### src/rtl/core/pscf_pkg.sv
// ----------------------------------------------------------------------------
// Pitch swarm crossfader package
// Shared widths, constants, register indexes, state and control types.
// ----------------------------------------------------------------------------
package pscf_pkg;

    localparam int VOICES_DEF = 16;

    localparam int PITCH_W    = 17;
    localparam int IDX_W      = 4;
    localparam int COUNT_W    = 5;
    localparam int VOICE_W    = 4;
    localparam int WALK_W     = 26;
    localparam int STEP_W     = 16;
    localparam int SEED_W     = 32;
    localparam int CFG_IDX_W  = 2;
    localparam int CFG_DATA_W = 32;
    localparam int WEIGHT_W   = 17;
    localparam int CHORDS     = 16;

    localparam logic [STEP_W-1:0] DRIFT_STEP_RESET = 16'd70;
    localparam logic [SEED_W-1:0] LFSR_RESET       = 32'd1;
    localparam logic [SEED_W-1:0] LFSR_TAPS        = 32'h8020_0003;

    localparam logic signed [18:0] ROOT_LOW_LIMIT  = -19'sd13926;
    localparam logic signed [18:0] ROOT_HIGH_LIMIT = 19'sd18022;
    localparam logic signed [18:0] ONE_V_MINUS_1   = 19'sd4095;

    localparam logic signed [PITCH_W-1:0] ENV_TOP    = 17'sd36864;
    localparam logic signed [PITCH_W-1:0] ENV_BOTTOM = 17'sd409;
    localparam logic [WEIGHT_W-1:0]       WEIGHT_ONE = 17'd65536;
    localparam logic [19:0]               RECIP_9    = 20'd932068;
    localparam logic [17:0]               CURVE_3    = 18'd196608;

    localparam logic signed [26:0] DRIFT_ROUND = 27'sd20480;
    localparam logic signed [14:0] DRIFT_BIAS  = 15'sd4200;
    localparam logic [15:0]        RECIP_10    = 16'd52429;
    localparam logic signed [17:0] SWARM_BIAS  = 18'sd2468;

    localparam logic signed [36:0] BLEND_ROUND = 37'sd32768;
    localparam logic signed [21:0] PITCH_MAX   = 22'sd40960;

    typedef enum logic [CFG_IDX_W-1:0] {
        CFG_DRIFT_STEP  = 2'd0,
        CFG_RANDOM_SEED = 2'd1
    } cfg_reg_t;

    typedef enum logic [3:0] {
        ST_IDLE,
        ST_WEIGHT,
        ST_SQUARE,
        ST_CURVE,
        ST_WALK,
        ST_DRIFT,
        ST_SWARM,
        ST_BLEND,
        ST_EMIT
    } state_t;

    typedef struct packed {
        logic capture;
        logic load_chord;
        logic calc_weight;
        logic calc_square;
        logic calc_curve;
        logic walk;
        logic drift;
        logic swarm;
        logic blend;
        logic emit;
        logic voice_next;
    } cmd_t;

    typedef struct packed {
        logic out_free;
        logic last_voice;
    } stat_t;

endpackage

### src/rtl/core/pscf_ctrl.sv
// ----------------------------------------------------------------------------
// Pitch swarm crossfader controller
// Sequences the per-tick setup steps and the five steps of each voice.
// ----------------------------------------------------------------------------
module pscf_ctrl import pscf_pkg::*; (
    input  logic  clk,
    input  logic  rst_n,
    input  logic  in_valid,
    input  logic  in_kind,
    output logic  in_ready,
    input  stat_t status,
    output cmd_t  cmd
);

    state_t state_reg;
    state_t state_next;
    logic   accept;

    assign accept = in_valid && in_ready;

    always_ff @(posedge clk or negedge rst_n)
    begin
        if (!rst_n)
        begin
            state_reg <= ST_IDLE;
        end
        else
        begin
            state_reg <= state_next;
        end
    end

    always_comb
    begin
        state_next = state_reg;
        unique case (state_reg)
            ST_IDLE:
            begin
                if (accept && in_kind)
                begin
                    state_next = ST_WEIGHT;
                end
            end
            ST_WEIGHT: state_next = ST_SQUARE;
            ST_SQUARE: state_next = ST_CURVE;
            ST_CURVE:  state_next = ST_WALK;
            ST_WALK:   state_next = ST_DRIFT;
            ST_DRIFT:  state_next = ST_SWARM;
            ST_SWARM:  state_next = ST_BLEND;
            ST_BLEND:  state_next = ST_EMIT;
            ST_EMIT:
            begin
                if (status.out_free)
                begin
                    state_next = status.last_voice ? ST_IDLE : ST_WALK;
                end
            end
            default:   state_next = ST_IDLE;
        endcase
    end

    always_comb
    begin
        in_ready = 1'b0;
        cmd      = '0;
        unique case (state_reg)
            ST_IDLE:
            begin
                in_ready       = 1'b1;
                cmd.capture    = in_valid && in_kind;
                cmd.load_chord = in_valid && !in_kind;
            end
            ST_WEIGHT: cmd.calc_weight = 1'b1;
            ST_SQUARE: cmd.calc_square = 1'b1;
            ST_CURVE:  cmd.calc_curve  = 1'b1;
            ST_WALK:   cmd.walk        = 1'b1;
            ST_DRIFT:  cmd.drift       = 1'b1;
            ST_SWARM:  cmd.swarm       = 1'b1;
            ST_BLEND:  cmd.blend       = 1'b1;
            ST_EMIT:
            begin
                cmd.emit       = status.out_free;
                cmd.voice_next = status.out_free && !status.last_voice;
            end
            default:   cmd = '0;
        endcase
    end

endmodule

### config.mk
export PLATFORM = sky130hd
export DESIGN_NAME = pscf_ctrl
export DESIGN_NICKNAME = d
export VERILOG_FILES = /design/src/rtl/core/pscf_pkg.sv /design/src/rtl/core/pscf_ctrl.sv
export SDC_FILE = /design/constraint.sdc
export NUM_CORES = 1
export LEC_CHECK = 0
export ABC_AREA = 0
export BUFFER_PORTS_ARGS = -buffer_cell sky130_fd_sc_hd__buf_4
export CAP_MARGIN = 25
export CORE_AREA = 4 4 41 43
export CTS_BUF_LIST = sky130_fd_sc_hd__clkbuf_4
export DETAILED_ROUTE_END_ITERATION = 16
export DIE_AREA = 0 0 45 47
export GPL_TIMING_DRIVEN = 0
export PLACE_DENSITY = 0.53
export SLEW_MARGIN = 5
export SYNTH_ARGS = -nofsm -noshare
export SYNTH_HDL_FRONTEND = slang
export SYNTH_SLANG_ARGS = --single-unit
### constraint.sdc
create_clock -name clk -period 1.8 [get_ports clk]
set_input_delay 0.27 -clock clk [delete_from_list [all_inputs] [get_ports clk]]
set_output_delay 0.27 -clock clk [all_outputs]
set_load 0.02 [all_outputs]
==> flow_summary.json <==
{
  "status": "completed",
  "grt_max_degree": 11,
  "seq_area_frac_synth": 0.335,
  "wl_met1_microns": 321,
  "grt_pass1_wl_mm": 1.24,
  "max-slew-margin-rel": 0.813,
  "p_int_uw": 485,
  "totalWireLength_microns": 807,
  "wire_per_inst_microns": 10.8,
  "synth_area_sq_um": 299,
  "overflow": 0,
  "cts.sinks": 4,
  "wl_met3_microns": 45,
  "min_to": "state_reg[3]",
  "ys_types": 20,
  "fp-row-count": 13,
  "min_path_type": "input pin to register",
  "synth_enable_flop_cells": 0,
  "htreeDepth": 1,
  "tritoncts": "yes",
  "async_reset_ff_frac": 1.00,
  "max_slew.worst_pin.slew_ps": 278,
  "reg2reg_slack_ps": 410,
  "synth_ff_type": "dfrtp_1",
  "maxCapViolations": 0,
  "syn_nets": 43,
  "hold_path.startpoint": "status[1]",
  "synth_top_area_frac": 0.335,
  "path_clk_slew_ps": 40,
  "power_frac_comb": 0.675,
  "crit_top_cell": "buf_6",
  "vias_per_cell": 4.52,
  "grt_setup_unrepaired": "true",
  "num_vias": 339,
  "n_antenna_cell": 0,
  "dp_hpwl_microns": 565,
  "place.gp.congestion": 0.625,
  "end_kind": "output port",
  "antenna_found_initial": 0,
  "p_leak_uw": 0.000257,
  "crit_path_max_incr_delay_ps": 360,
  "synthCells": 37,
  "synth_top_area_cell": "dfrtp_1",
  "cts_buffers": 3,
  "nets": 68,
  "grt_pass1_vias": 309,
  "drt_pass1_iterations": 1,
  "finalSetupViolations": 0,
  "swShare": 0.458,
  "avgSynthCellArea_sq_um": 8.08,
  "finalCriticalPeriod_ps": 1720,
  "ant_nets": 0,
  "clock_skew_ps": 4.29,
  "fp.dieW_microns": 45,
  "seqPwrFrac": 0.199,
  "start_util": 0.230,
  "multiInputGateArea_sq_um": 208,
  "holdPathStages": 3,
  "net-switching-power_uw": 409,
  "power_density_nw_per_um2": 1670,
  "synth_area_leaders": "dfrtp_1 33%, nand2b_1 8.4%, nor3_1 6.7%",
  "cp_slowest_cell": "dfrtp_1",
  "port_buffers": 17,
  "remaining_drc_errors": 0,
  "worstPathArrival_ps": 1450,
  "synth_warnings": 0,
  "ys_seq_elements": 4,
  "finalMaxSlewViolations": 0,
  "register_area_sq_um": 101,
  "fin_hold_ws_ps": 357,
  "period_share": 0.958,
  "dieHeight_microns": 47,
  "pin_count": 18,
  "clock-root-buffer": "clkbuf_4",
  "ir_drop_mv": 0.779,
  "cts_buffer_depth": 2,
  "fmax_mhz": 580,
  "dr.max_layer_used": "met3",
  "core_sq_um": 1300,
  "cp_max_fo": 8,
  "r2r-start": "state_reg[2]",
  "fin_setup_tns_ps": 0,
  "met2_length_microns": 440,
  "synthTopCellsByCount": "4 x dfrtp_1, 4 x nand2b_1, 4 x nor2_1, 4 x nor3_1",
  "crit_chain": "buf_6 -> nor4b_4 -> and2_4 -> nor2b_4 -> buf_6",
  "area_growth_pct": 78.7,
  "drtIter0Drc": 0,
  "reg2reg_depth": 4,
  "startpoint_type": "register",
  "regToRegEndpoint": "state_reg[2]",
  "crit_required_ps": 1530,
  "hold_viol": 0,
  "largest_reg_flops": 4,
  "die_area_sq_um": 2120,
  "p_clk_frac": 0.126,
  "track_usage": 0.0824,
  "fillers": 140,
  "clk_latency_ps": 230,
  "layout-drive-gt1-share": 0.500,
  "critPathKind": "register to output port"
}
-- routing by layer --
| layer | GRT usage | vias to the layer above |
|---|---|---|
| met5 | 0 | - |
| met1 | 0.0826 | 150 |
| met2 | 0.147 | 8 |
| met4 | 0.0702 | 0 |
| met3 | 0.0153 | 0 |
| li1 | - | 181 |
-- power groups by stage --
stage / clock network [uW] / registers (uW) / logic (uW)
after floorplan: 0 / 158 / 370
after global placement: 0 / 165 / 548
after detailed placement: 0 / 164 / 548
after CTS: 115 / 168 / 568
after global routing: 125 / 182 / 668
final: 113 / 178 / 603
-- layout make-up --
type / instances / share of cell area
well taps: 15 / 0.0351
plain buffers: 3 / 0.0445
clock buffers: 3 / 0.0422
repair buffers: 20 / 0.293
flip-flops and latches: 4 / 0.190
inverters: 1 / 0.00703
multi-input cells: 29 / 0.389
-- critical path: cells and delay by family, from the launching register on --
| kind | cells | cell delay [ps] |
|---|---|---|
| buffers and inverters | 2 | 260 |
| flip-flops | 1 | 360 |
| AND/OR/NAND/NOR | 3 | 610 |
-- per-stage QoR --
step / area, sq um / setup WS (ps) / std cells / total power [uW] / util
after floorplan: 302 / 38.0 / 37 / 528 / -
after global placement: 448 / 121 / 69 / 713 / 0.344
after detailed placement: 448 / 114 / 69 / 711 / 0.344
after CTS: 495 / -4.38 / 73 / 852 / 0.381
after global routing: 534 / -2.91 / 75 / 976 / 0.411
final: 534 / 76.3 / 75 / 895 / 0.411
-- cells in the final DEF (no fill, tap or decap), types with 2 or more instances in the layout --
master    Yosys  final
nor3_1        4      4
a21oi_1       3      3
nand2_1       3      3
nor2_1        4      4
clkbuf_4      0      4
buf_4         0     18
nand2b_1      4      4
buf_6         1      2
dfrtp_1       4      3
-- repair_timing --
action                                 4_1_cts  5_1_grt
endpoints found under the hold margin        4        0
setup endpoints to repair                    2        3
hold buffers                                 1        0
resized for setup                            2        6
pin swaps                                    0        2
setup buffers                                0        2
-- worst max path at each step --
stage / startpoint / to / slack, ps / depth (start not counted)
floorplan: state_reg[0] / cmd[9] / 40 / 4
global placement: state_reg[1] / cmd[0] / 120 / 4
detailed placement: state_reg[1] / cmd[0] / 110 / 4
CTS: state_reg[1] / cmd[10] / -4 / 3
global route: state_reg[0] / cmd[0] / -3 / 5
finish: state_reg[0] / cmd[0] / 80 / 5
-- kinds of logic after synthesis --
family	after synthesis	synth area share
flip-flops	4	0.335
AO/OA/AOI/OAI	6	0.126
buffers and inverters	4	0.0837
AND/OR/NAND/NOR	23	0.456
Power figures use the tool's default switching activity.
